File: src/sv/tbe3_pkg.sv
// Shared types and constants for the threshold + 3x3 binary erosion block.
// Used by tbe3_front, tbe3_queue, tbe3_back and threshold_binary_erosion_3x3.
package tbe3_pkg;

  localparam int GRAY_W = 8;
  localparam int DIM_W  = 11;
  localparam int CFG_IDX_W  = 2;
  localparam int CFG_DATA_W = 11;

  localparam int DEF_MAX_WIDTH  = 1024;
  localparam int DEF_MAX_HEIGHT = 1024;

  localparam logic [GRAY_W-1:0] THRESHOLD_RST = 8'd100;
  localparam logic [DIM_W-1:0]  WIDTH_RST     = 11'd512;
  localparam logic [DIM_W-1:0]  HEIGHT_RST    = 11'd512;

  localparam logic [GRAY_W-1:0] PIX_FG = 8'hFF;
  localparam logic [GRAY_W-1:0] PIX_BG = 8'h00;

  // result queue between the window stage and the beat sequencer
  localparam int QDEPTH  = 4;
  localparam int QPTR_W  = $clog2(QDEPTH);
  localparam int QCNT_W  = $clog2(QDEPTH + 1);

  typedef enum logic [CFG_IDX_W-1:0] {
    CFG_THRESHOLD = 2'd0,
    CFG_WIDTH     = 2'd1,
    CFG_HEIGHT    = 2'd2
  } cfg_idx_e;

  typedef enum logic {
    MODE_PIXEL = 1'b0,
    MODE_FLUSH = 1'b1
  } mode_e;

  // One queue entry: one or two output beats. The second beat of a pair is
  // the right-edge output, which always erodes to background.
  typedef struct packed {
    logic two;
    logic ero;
    logic last;
  } result_t;

endpackage

File: src/sv/tbe3_front.sv
// Front part: config registers, row/column/flush counters, threshold, line store
// and 3x3 window. Pushes result entries into the queue. Depends on tbe3_pkg.
module tbe3_front #(
  parameter int MAX_WIDTH  = tbe3_pkg::DEF_MAX_WIDTH,
  parameter int MAX_HEIGHT = tbe3_pkg::DEF_MAX_HEIGHT
) (
  input  logic                             clk_i,
  input  logic                             rst_ni,
  input  logic                             cfg_we_i,
  input  logic [tbe3_pkg::CFG_IDX_W-1:0]   cfg_idx_i,
  input  logic [tbe3_pkg::CFG_DATA_W-1:0]  cfg_data_i,
  input  logic                             in_valid_i,
  output logic                             in_stall_o,
  input  logic                             mode_i,
  input  logic [tbe3_pkg::GRAY_W-1:0]      gray_pixel_i,
  input  logic [tbe3_pkg::QCNT_W-1:0]      q_count_i,
  output logic                             push_o,
  output tbe3_pkg::result_t                push_data_o
);
  import tbe3_pkg::*;

  localparam int CW = $clog2(MAX_WIDTH);
  localparam int RW = $clog2(MAX_HEIGHT);

  logic [GRAY_W-1:0] thr_q;
  logic [DIM_W-1:0]  width_q, height_q;
  logic [DIM_W-1:0]  w_eff, h_eff;

  logic [CW-1:0]     col_q;
  logic [RW-1:0]     row_q;
  logic [DIM_W-1:0]  pend_q, pend_clamp;

  logic              clr_busy_q;
  logic [CW-1:0]     clr_addr_q;

  logic              accept, is_flush, fl_has, fl_last;
  logic              last_col, last_row, first, r_ge1, r_ge2, fg_bit;

  // window stage
  logic              b_valid_q, b_flush_q, b_fl_has_q, b_fl_last_q;
  logic              b_bit_q, b_first_q, b_last_col_q, b_rge1_q, b_rge2_q;
  logic [CW-1:0]     b_addr_q;
  logic [8:0]        win_q, win_new;
  logic [1:0]        rd_q, b_wd;
  logic              b_wr, up, mid;

  logic [1:0]        line_mem [MAX_WIDTH];
  logic              mem_we;
  logic [CW-1:0]     mem_wa;
  logic [1:0]        mem_wd;

  // ---------------------------------------------------------------- config
  always_ff @(posedge clk_i or negedge rst_ni) begin
    if (!rst_ni) begin
      thr_q    <= THRESHOLD_RST;
      width_q  <= WIDTH_RST;
      height_q <= HEIGHT_RST;
    end else if (cfg_we_i) begin
      case (cfg_idx_i)
        CFG_THRESHOLD: thr_q    <= cfg_data_i[GRAY_W-1:0];
        CFG_WIDTH:     width_q  <= cfg_data_i[DIM_W-1:0];
        CFG_HEIGHT:    height_q <= cfg_data_i[DIM_W-1:0];
        default: ;
      endcase
    end
  end

  // saturate frame size to 1..MAX
  always_comb begin
    if (width_q == '0)                   w_eff = DIM_W'(1);
    else if (32'(width_q) > MAX_WIDTH)   w_eff = DIM_W'(MAX_WIDTH);
    else                                 w_eff = width_q;
    if (height_q == '0)                  h_eff = DIM_W'(1);
    else if (32'(height_q) > MAX_HEIGHT) h_eff = DIM_W'(MAX_HEIGHT);
    else                                 h_eff = height_q;
  end

  // ---------------------------------------------------------------- classify
  assign in_stall_o = clr_busy_q ||
                      ((32'(q_count_i) + 32'(b_valid_q)) >= QDEPTH);
  assign accept     = in_valid_i && !in_stall_o;
  assign is_flush   = (mode_i == MODE_FLUSH);

  assign pend_clamp = (pend_q > w_eff) ? w_eff : pend_q;
  assign fl_has     = (pend_clamp != '0);
  assign fl_last    = (pend_clamp == DIM_W'(1));

  assign last_col = (32'(col_q) + 32'd1) >= 32'(w_eff);
  assign last_row = (32'(row_q) + 32'd1) >= 32'(h_eff);
  assign first    = (col_q == '0);
  assign r_ge1    = (row_q != '0);
  assign r_ge2    = (row_q >= RW'(2));
  assign fg_bit   = (gray_pixel_i > thr_q);

  always_ff @(posedge clk_i or negedge rst_ni) begin
    if (!rst_ni) begin
      col_q  <= '0;
      row_q  <= '0;
      pend_q <= '0;
    end else if (accept) begin
      if (is_flush) begin
        pend_q <= fl_has ? pend_clamp - DIM_W'(1) : '0;
      end else if (last_col) begin
        col_q <= '0;
        if (last_row) begin
          row_q  <= '0;
          pend_q <= w_eff;
        end else begin
          row_q  <= row_q + RW'(1);
          pend_q <= '0;
        end
      end else begin
        col_q  <= col_q + CW'(1);
        pend_q <= '0;
      end
    end
  end

  // sweep the line store to zero after reset
  always_ff @(posedge clk_i or negedge rst_ni) begin
    if (!rst_ni) begin
      clr_busy_q <= 1'b1;
      clr_addr_q <= '0;
    end else if (clr_busy_q) begin
      clr_addr_q <= clr_addr_q + CW'(1);
      if (clr_addr_q == CW'(MAX_WIDTH - 1)) clr_busy_q <= 1'b0;
    end
  end

  // ---------------------------------------------------------------- window stage
  always_ff @(posedge clk_i or negedge rst_ni) begin
    if (!rst_ni) begin
      b_valid_q <= 1'b0;
    end else begin
      b_valid_q <= accept;
    end
  end

  always_ff @(posedge clk_i) begin
    if (accept) begin
      b_flush_q    <= is_flush;
      b_fl_has_q   <= fl_has;
      b_fl_last_q  <= fl_last;
      b_bit_q      <= fg_bit;
      b_first_q    <= first;
      b_last_col_q <= last_col;
      b_rge1_q     <= r_ge1;
      b_rge2_q     <= r_ge2;
      b_addr_q     <= col_q;
    end
  end

  assign b_wr    = b_valid_q && !b_flush_q;
  assign up      = b_rge2_q && rd_q[1];
  assign mid     = b_rge1_q && rd_q[0];
  assign b_wd    = {mid, b_bit_q};
  assign win_new = {(b_first_q ? 6'b0 : win_q[5:0]), up, mid, b_bit_q};

  always_ff @(posedge clk_i or negedge rst_ni) begin
    if (!rst_ni) begin
      win_q <= '0;
    end else if (b_wr) begin
      win_q <= win_new;
    end
  end

  // line store: {upper, middle} per column, one read and one write per cycle
  assign mem_we = clr_busy_q || b_wr;
  assign mem_wa = clr_busy_q ? clr_addr_q : b_addr_q;
  assign mem_wd = clr_busy_q ? 2'b00 : b_wd;

  always_ff @(posedge clk_i) begin
    if (mem_we) line_mem[mem_wa] <= mem_wd;
    if (accept) begin
      // forward the write of the item just ahead when it hits the same column
      if (b_wr && (b_addr_q == col_q)) rd_q <= b_wd;
      else                             rd_q <= line_mem[col_q];
    end
  end

  // ---------------------------------------------------------------- push
  always_comb begin
    push_data_o = '0;
    if (b_flush_q) begin
      push_o           = b_valid_q && b_fl_has_q;
      push_data_o.last = b_fl_last_q;
    end else begin
      push_o          = b_valid_q && b_rge1_q && (!b_first_q || b_last_col_q);
      push_data_o.two = b_rge1_q && !b_first_q && b_last_col_q;
      push_data_o.ero = !b_first_q && (&win_new);
    end
  end

endmodule

File: src/sv/tbe3_queue.sv
// Short result queue between the window stage and the beat sequencer.
// Depends on tbe3_pkg for the entry type and depth.
module tbe3_queue (
  input  logic                        clk_i,
  input  logic                        rst_ni,
  input  logic                        push_i,
  input  tbe3_pkg::result_t           push_data_i,
  input  logic                        pop_i,
  output logic [tbe3_pkg::QCNT_W-1:0] count_o,
  output logic                        valid_o,
  output tbe3_pkg::result_t           data_o
);
  import tbe3_pkg::*;

  result_t            slot_q [QDEPTH];
  logic [QPTR_W-1:0]  wr_ptr_q, rd_ptr_q;
  logic [QCNT_W-1:0]  cnt_q;
  logic               do_pop;

  assign valid_o = (cnt_q != '0);
  assign data_o  = slot_q[rd_ptr_q];
  assign count_o = cnt_q;
  assign do_pop  = pop_i && valid_o;

  always_ff @(posedge clk_i) begin
    if (push_i) slot_q[wr_ptr_q] <= push_data_i;
  end

  always_ff @(posedge clk_i or negedge rst_ni) begin
    if (!rst_ni) begin
      wr_ptr_q <= '0;
      rd_ptr_q <= '0;
      cnt_q    <= '0;
    end else begin
      if (push_i) wr_ptr_q <= wr_ptr_q + QPTR_W'(1);
      if (do_pop) rd_ptr_q <= rd_ptr_q + QPTR_W'(1);
      case ({push_i, do_pop})
        2'b10:   cnt_q <= cnt_q + QCNT_W'(1);
        2'b01:   cnt_q <= cnt_q - QCNT_W'(1);
        default: cnt_q <= cnt_q;
      endcase
    end
  end

endmodule

File: src/sv/tbe3_back.sv
// Back part: expands queue entries into output beats and holds them in the
// output register until taken. Depends on tbe3_pkg.
module tbe3_back (
  input  logic                        clk_i,
  input  logic                        rst_ni,
  input  logic                        q_valid_i,
  input  tbe3_pkg::result_t           q_data_i,
  output logic                        pop_o,
  output logic                        out_valid_o,
  input  logic                        out_stall_i,
  output logic [tbe3_pkg::GRAY_W-1:0] eroded_pixel_o,
  output logic                        frame_last_o
);
  import tbe3_pkg::*;

  logic out_valid_q, ero_q, last_q, sub_q;
  logic load;

  assign load  = q_valid_i && (!out_valid_q || !out_stall_i);
  // pop once the last beat of the entry is loaded
  assign pop_o = load && (!q_data_i.two || sub_q);

  always_ff @(posedge clk_i or negedge rst_ni) begin
    if (!rst_ni) begin
      out_valid_q <= 1'b0;
      sub_q       <= 1'b0;
    end else begin
      if (load) begin
        out_valid_q <= 1'b1;
        sub_q       <= q_data_i.two && !sub_q;
      end else if (!out_stall_i) begin
        out_valid_q <= 1'b0;
      end
    end
  end

  always_ff @(posedge clk_i) begin
    if (load) begin
      // right-edge beat of a pair is always background
      ero_q  <= sub_q ? 1'b0 : q_data_i.ero;
      last_q <= sub_q ? 1'b0 : q_data_i.last;
    end
  end

  assign out_valid_o    = out_valid_q;
  assign eroded_pixel_o = ero_q ? PIX_FG : PIX_BG;
  assign frame_last_o   = last_q;

endmodule

File: src/sv/threshold_binary_erosion_3x3.sv
// Thresholded 3x3 binary erosion, one pixel per clock in raster order. A beat is
// taken every cycle while the result queue has room. Output beats lag the input
// by one row and one pixel; each passes the window stage register and the result
// queue and is presented from the output register. The last pixel of a row yields
// two beats and the first pixel yields none, so one beat a cycle is sustained in
// both directions when the output is never stalled. Flush beats (mode 1) emit the
// owed last row, whose final beat carries frame_last. After reset the line store
// is swept to zero, and input is stalled while it is; configuration writes are
// taken at any time.
module threshold_binary_erosion_3x3 #(
  parameter int MAX_WIDTH  = tbe3_pkg::DEF_MAX_WIDTH,
  parameter int MAX_HEIGHT = tbe3_pkg::DEF_MAX_HEIGHT
) (
  input  logic                            clk_i,
  input  logic                            rst_ni,
  input  logic                            cfg_we_i,
  input  logic [tbe3_pkg::CFG_IDX_W-1:0]  cfg_idx_i,
  input  logic [tbe3_pkg::CFG_DATA_W-1:0] cfg_data_i,
  input  logic                            in_valid_i,
  output logic                            in_stall_o,
  input  logic                            mode_i,
  input  logic [tbe3_pkg::GRAY_W-1:0]     gray_pixel_i,
  output logic                            out_valid_o,
  input  logic                            out_stall_i,
  output logic [tbe3_pkg::GRAY_W-1:0]     eroded_pixel_o,
  output logic                            frame_last_o
);
  import tbe3_pkg::*;

  logic              push, pop, q_valid;
  result_t           push_data, q_data;
  logic [QCNT_W-1:0] q_count;

  tbe3_front #(
    .MAX_WIDTH  (MAX_WIDTH),
    .MAX_HEIGHT (MAX_HEIGHT)
  ) u_front (
    .clk_i        (clk_i),
    .rst_ni       (rst_ni),
    .cfg_we_i     (cfg_we_i),
    .cfg_idx_i    (cfg_idx_i),
    .cfg_data_i   (cfg_data_i),
    .in_valid_i   (in_valid_i),
    .in_stall_o   (in_stall_o),
    .mode_i       (mode_i),
    .gray_pixel_i (gray_pixel_i),
    .q_count_i    (q_count),
    .push_o       (push),
    .push_data_o  (push_data)
  );

  tbe3_queue u_queue (
    .clk_i       (clk_i),
    .rst_ni      (rst_ni),
    .push_i      (push),
    .push_data_i (push_data),
    .pop_i       (pop),
    .count_o     (q_count),
    .valid_o     (q_valid),
    .data_o      (q_data)
  );

  tbe3_back u_back (
    .clk_i          (clk_i),
    .rst_ni         (rst_ni),
    .q_valid_i      (q_valid),
    .q_data_i       (q_data),
    .pop_o          (pop),
    .out_valid_o    (out_valid_o),
    .out_stall_i    (out_stall_i),
    .eroded_pixel_o (eroded_pixel_o),
    .frame_last_o   (frame_last_o)
  );

endmodule

File: config.mk
export PLATFORM = sky130hd
export DESIGN_NAME = threshold_binary_erosion_3x3
export DESIGN_NICKNAME = d
export VERILOG_FILES = /design/src/sv/tbe3_pkg.sv /design/src/sv/tbe3_front.sv /design/src/sv/tbe3_queue.sv /design/src/sv/tbe3_back.sv /design/src/sv/threshold_binary_erosion_3x3.sv
export SDC_FILE = /design/constraint.sdc
export NUM_CORES = 2
export LEC_CHECK = 0
export ABC_AREA = 1
export BUFFER_PORTS_ARGS = -buffer_cell sky130_fd_sc_hd__buf_2
export CORE_MARGIN = 1.5
export CORE_UTILIZATION = 57
export CTS_CLUSTER_DIAMETER = 50
export DETAILED_ROUTE_END_ITERATION = 8
export PLACE_DENSITY = 0.76
export SYNTH_ARGS = -nofsm -noshare
export SYNTH_HDL_FRONTEND = slang
export SYNTH_HIERARCHICAL = 1
export SYNTH_SLANG_ARGS = --single-unit
File: constraint.sdc
create_clock -name clk_i -period 28.4 [get_ports clk_i]
set_input_delay 2.84 -clock clk_i [delete_from_list [all_inputs] [get_ports clk_i]]
set_output_delay 2.84 -clock clk_i [all_outputs]
set_load 0.1 [all_outputs]
# After elaboration in Yosys (flattened, before gate mapping)
# Memories as Yosys holds them, arrays and structs flattened. A register that Yosys moved wholly into a read port is not among the register bits.
# Index checks and enable logic that the tools add are counted.
# word_totals
register_bits,108
mem_bits_rw,2060
in_bits,27
output_inout_bits,11
wordCells,122
memories,2
# mem_list
name,words,width,read_ports,rd_clocked_by_memory_dff,write_ports,line_no,text
u_front.line_mem,1024,2,1,1,1,tbe3_front.sv:47,logic [1:0] line_mem [MAX_WIDTH];
u_queue.slot_q,4,3,1,0,1,tbe3_queue.sv:15,result_t slot_q [QDEPTH];
# op_classes
n_addsub,11
magnitude_cmp,8
n_eq_ne,7
n_mux,27
bitwise,1
n_reduce_logical,40
# ops
cell,count
11-bit two-way mux,9
32-bit by 11-bit >= comparator with 1-bit output,2
32-bit by 3-bit >= comparator with 1-bit output (second input constant),1
10-bit by 1-bit adder with 10-bit output (second input constant),3
10-bit two-way mux,3
10-bit by 1-bit adder with 11-bit output (second input constant),2
11-bit greater-than comparator (second input constant),2
11-bit zero test,2
1-bit logical AND,14
11-bit by 1-bit == test with 1-bit output (second input constant),1
11-bit greater-than comparator,1
11-bit nonzero test,1
11-bit by 1-bit subtractor with 11-bit output (second input constant),1
10-bit == test (second input constant),1
10-bit by 2-bit >= comparator with 1-bit output (second input constant),1
10-bit zero test,1
1-bit two-way mux,10
10-bit nonzero test,1
9-bit AND reduction,1
8-bit greater-than comparator,1
8-bit two-way mux,1
2-bit AND reduction,4
1-bit zero test,7
6-bit two-way mux,1
15 further kinds,23

# Longest topological paths before layout
# logic_depth
word_depth,8
ltp_mapped,23
depth_no_buf,22

# Hierarchy
# The synthesis kept the hierarchy.
# modules_own_cells
module,n_inst,cells_each,area_each_um2,seq_area_each_um2
tbe3_front,1,9459,95270.1,64084.0
tbe3_queue,1,91,917.1,535.5
tbe3_back,1,25,231.5,110.1

# Worst setup path before layout
# Ideal clock, no wire load.
# synth_path
path_kind,flip-flop to flip-flop
startpoint,register u_front.clr_busy_q
endpoint,"memory u_front.line_mem[0][0], data pin"
setup_ns,5.008
arrival_ns,24.215
required_time_ns,23.392
path_slack_ns,-0.823
path_stages_with_launch,4
path_buffers,2
synth_period_minus_slack_ns,29.223
cell_sequence,dfstp_2 buf_4 buf_4 nor2_1
# synth_via
elab_chain_cells,1
# synth_lines
element,line_no,text
from (decl),tbe3_front.sv:33,logic clr_busy_q;
from (signal assigned),tbe3_front.sv:122,clr_busy_q <= 1'b1;
from (signal assigned),tbe3_front.sv:126,if (clr_addr_q == CW'(MAX_WIDTH - 1)) clr_busy_q <= 1'b0;
2-bit two-way mux,tbe3_front.sv:170,assign mem_wd = clr_busy_q ? 2'b00 : b_wd;
named net u_front.mem_wd[0],tbe3_front.sv:50,logic [1:0] mem_wd;
to (decl),tbe3_front.sv:47,
# The timed path passes the listed nets, and every way through them passes these cells.

==> reports/results.txt <==
The cell area after synthesis is 96,420 µm², and the peak ir drop on the vdd network is 104.3 µV. The tools report the total I/O pin count as 38. In the routed design, unresolved DRC markers number 0. In the final layout, flip-flops and latches occupy 64,750 µm². The placeable core region is 167,600 µm². The net count after synthesis was 9,657; the power share of the combinational group was 33.3%. The tools report the count of warnings emitted by yosys as 6.

The clock drives 2,170 sinks. Post-synthesis area per instance: 10.07 µm². For this design the static power due to leakage is 0.03788 µW.

For this design the total switching power over the nets is 3836 µW. The worst setup path is launched from a flip-flop. The logs give 0 for the remaining global-route overflow and 11.27k for the cell count after placement. The required time of the critical path came out at 29.11 ns.

The run gives 6.57 ns as the arrival time at the worst endpoint. For this run, the slowest stage of the critical path takes 0.80 ns. The setup slack of the most critical reg-to-reg path was 22.53 ns. The detail route stage leaves a number of antenna-violating nets equal to 0. The clock-pin slew on the worst setup and hold paths is 0.06 ns. The depth of the worst register-to-register path came out at 20.

The most critical setup path has its endpoint at u_front/rd_q[1]$_DFFE_PP_. Dividing the detail-routed via count by the number of cells gives 5.957. Clock tree synthesis selected as its root buffer the cell clkbuf_16.

The most critical setup path has its startpoint at u_front/col_q[0]$_DFFE_PN0P_. After synthesis the netlist holds a flip-flop and latch count of 2,170. Once detailed placement completed, the half-perimeter wirelength came to 132.1 mm. Adding up every negative setup slack in the final design gives 0 ns. At the later pin of the worst-skew pair, clock insertion delay measures 0.86 ns. The signal on the critical path passes through buf_4 -> buf_4 -> buf_4 -> buf_4 -> nor2_1 -> nor2_1 -> o21ai_0 -> nand2_1 -> nand2_1 -> nand2_1 -> nor2_1 -> nand2_1 -> nand3_1 -> nand2_1 -> nand2_1 -> nand2_1 -> o21ai_1 -> nand3_1 -> nor2_1 -> nor2_1. In this run switching power makes up 37.96% of total power. The first global-routing pass estimated 388.3 mm of wire. The critical path is of the reg2reg type. In this run, the number of DRC markers left after iteration 0 of detailed routing was 10.55k.

Across the run, the number of max-cap violations was 0. Of all nets on the critical path, the largest fanout is 83. For the number of max-slew violations in the final report, the log shows 0. Synthesis produced a netlist whose cell count is 9,575. Relative to the synthesized area, the layout overhead comes to 8.097%. The most used flip-flop cell after synthesis is edfxtp_1.

The congestion estimate from routability-driven global placement came to 0.9044. The initial utilization of the core area, before any placement, comes to 57.53%. The logs give 69.53k for the vias after detailed routing and 46 for the count of unique library cells instantiated by Yosys. The sequential cell area fraction in the yosys report was 67.13%. Setup repair after global routing left no endpoint under its margin. Of the available clock period, the critical path in the final layout requires 20.67%. The worst register-to-register path ends at u_front/rd_q[1]$_DFFE_PP_. The clock period minus worst slack was 5.869 ns; the die span in y was 414.3 µm.

The slew at the pin closest to its max-slew limit is 1.405 ns. The number of buffers inserted by post-CTS setup repair came out at 0. TritonCTS built the clock tree. The flow ran to the end, and the final reports show no timing, DRC or antenna violations. The logs give 29.75% for the total global routing track utilization and 4 for the H-tree depth. The run gives 170.4 MHz as the maximum clock frequency. For the final database, setup skew stands at 0.03228 ns. Hold is met by 0.4814 ns. For the number of antenna violations at the first check in global routing, the log shows 4. The via count of the first global-routing pass is 66.54k, and the number of enable flip-flop cells after synthesis is 2,082. The worst-case headroom to the max-slew limit is 5.987%.

The net count of the finished layout is 9,366. The die covers 171,600 µm². Registers are responsible for 39.5% of the overall power.

The maximum number of pins on one net before global-route repair is 256. The buffer levels on the longest clock path is 3. For this run, the number of standard cells in the final layout without fillers is 11.67k.

The layout has 12.82k filler cells. The first detailed-routing pass took 7 iterations. Setup violations remaining at the end of the flow were counted as 0. The TritonCTS buffer count was 213. The die is 414.3 µm wide. The fraction of layout cells with a size suffix above 1 came out at 5.695%. The library cell used most frequently in the layout, excluding fill and tap cells, is nor2_1. After clock tree synthesis, the repair step resized 0 gates.

The cell that appears most often on the critical path is nand2_1. Reg-to-reg startpoint: u_front/col_q[0]$_DFFE_PN0P_. In the final routed layout, each cell accounts on average for 22.31 µm.

In the layout the commonest cells are nor2_1 (2,336), edfxtp_1 (2,082), nand2_1 (2,028), o21ai_0 (704), nand3_1 (566). The routed design has 260.3 mm of wire. For the total count of hold-check failures in the final report, the log shows 0.

The run gives 27.2% as the share of power burned in the clock network. Summing all multi-input logic gate instances after layout gives 26,650 µm². The tightest min-delay check is of the reg2reg type. Input and output buffers added on the ports amount to 37. In this run the core area contains 150 standard-cell rows. The tools report the nature of the critical path endpoint as a flip-flop.

For this design the ratio of total power to cell area is 96.96 nW/µm². The hold buffer count at CTS was 0; the proportion of register bits with asynchronous set or reset after synthesis was 4.055%. The internal portion of the total power is 6269 µW. The slowest stage of the critical path belongs to the cell buf_4.
[metrics by stage]
| step | instance area, µm² | worst slack, ns | utilization [%] | total power, µW |
|---|---|---|---|---|
| floorplan | 96420 | 10.22 | - | 6581 |
| global placement | 97460 | 22.82 | 58.15 | 7255 |
| detailed placement | 97460 | 22.77 | 58.15 | 7314 |
| CTS | 104200 | 22.72 | 62.19 | 10040 |
| global route | 104200 | 22.27 | 62.19 | 10550 |
| finish | 104200 | 22.53 | 62.19 | 10110 |
[power groups by stage]
stage,Sequential [µW],Combinational (µW),Clock [µW]
floorplan,4250,2330,0
global placement,4050,3210,0
detailed placement,4050,3260,0
CTS,3980,3290,2770
global route,3990,3670,2890
finish,3990,3370,2750
[worst max-delay path, delay by kind of cell, from the launching register on]
family	cells	cell delay, ns
AOI/OAI and AO/OA	2	0.16
DFF	1	0.77
buffers and inverters	4	3.07
and+or+nand+nor	14	1.50
[routing by layer]
layer  track usage [%]  routed length (µm)  vias up
met5            0.7502                 223        -
met4             15.39               14300        8
met3             5.816               31390      754
met2             48.17              121000     4254
met1             38.25               93390    33211
li1                  -                   -    31300
[cells in the mapped netlist (all sizes together) (6+ instances only)]
| library cell | instances | share of area, % |
|---|---|---|
| nor2 | 2349 | 9.2 |
| nand4 | 17 | 0.11 |
| nand2 | 2050 | 8.0 |
| inv | 574 | 2.2 |
| a21oi | 101 | 0.53 |
| dfstp | 6 | 0.16 |
| dfrtp | 82 | 2.1 |
| a21boi | 7 | 0.055 |
| clkinv | 6 | 0.023 |
| xor2 | 26 | 0.24 |
| nand3 | 582 | 3.0 |
| o22ai | 12 | 0.078 |
| nor3 | 26 | 0.15 |
| or2 | 16 | 0.10 |
| ha | 54 | 0.70 |
| o211ai | 105 | 0.82 |
| buf | 401 | 2.3 |
| clkbuf | 244 | 0.95 |
| edfxtp | 2082 | 65 |
| o21ai | 809 | 4.2 |
[final cells by class]
type / instances / share of cell area [%]
sequential: 2170 / 62.12
tap: 2204 / 2.646
timing repair buffer: 139 / 1.047
multi-input combinational: 6180 / 25.57
clock buffer: 260 / 5.334
clock inverter: 136 / 1.157
antenna: 2 / 0.004802
inverter: 580 / 2.116
[kinds of logic after synthesis]
family | synth area share, %
compound gates | 5.766
xor+xnor | 0.2816
fa+ha+maj | 0.7215
buf+inv | 5.461
flops | 67.13
simple gates | 20.64
[how the worst min path moves through the flow]
stage / startpoint / end / slack [ns] / cells after the start
finish: u_front/win_q[4]$_DFFE_PN0P_ / u_front/win_q[4]$_DFFE_PN0P_ / 0.48 / 2
global route: u_front/win_q[4]$_DFFE_PN0P_ / u_front/win_q[4]$_DFFE_PN0P_ / 0.50 / 2
CTS: u_front/win_q[4]$_DFFE_PN0P_ / u_front/win_q[4]$_DFFE_PN0P_ / 0.48 / 2
detailed placement: u_front/win_q[4]$_DFFE_PN0P_ / u_front/win_q[4]$_DFFE_PN0P_ / 0.46 / 2
global placement: u_front/win_q[4]$_DFFE_PN0P_ / u_front/win_q[4]$_DFFE_PN0P_ / 0.46 / 2
floorplan: u_front/col_q[2]$_DFFE_PN0P_ / u_front/b_addr_q[2]$_DFFE_PP_ / 0.42 / 0
[state kept, by name, indices dropped and copies added (netlist names), 2 cells and up]
register,flops
u_queue/slot_q,12
u_front/rd_q,2
u_queue/count_o,3
u_front/clr_addr_q,10
u_queue/rd_ptr_q,2
u_front/width_q,11
u_front/b_addr_q,10
u_front/pend_q,11
u_front/win_q,6
u_front/col_q,10
u_front/height_q,11
u_front/line_mem,2048
u_queue/wr_ptr_q,2
u_front/row_q,10
u_front/thr_q,8
Power figures use the tool's default switching activity.
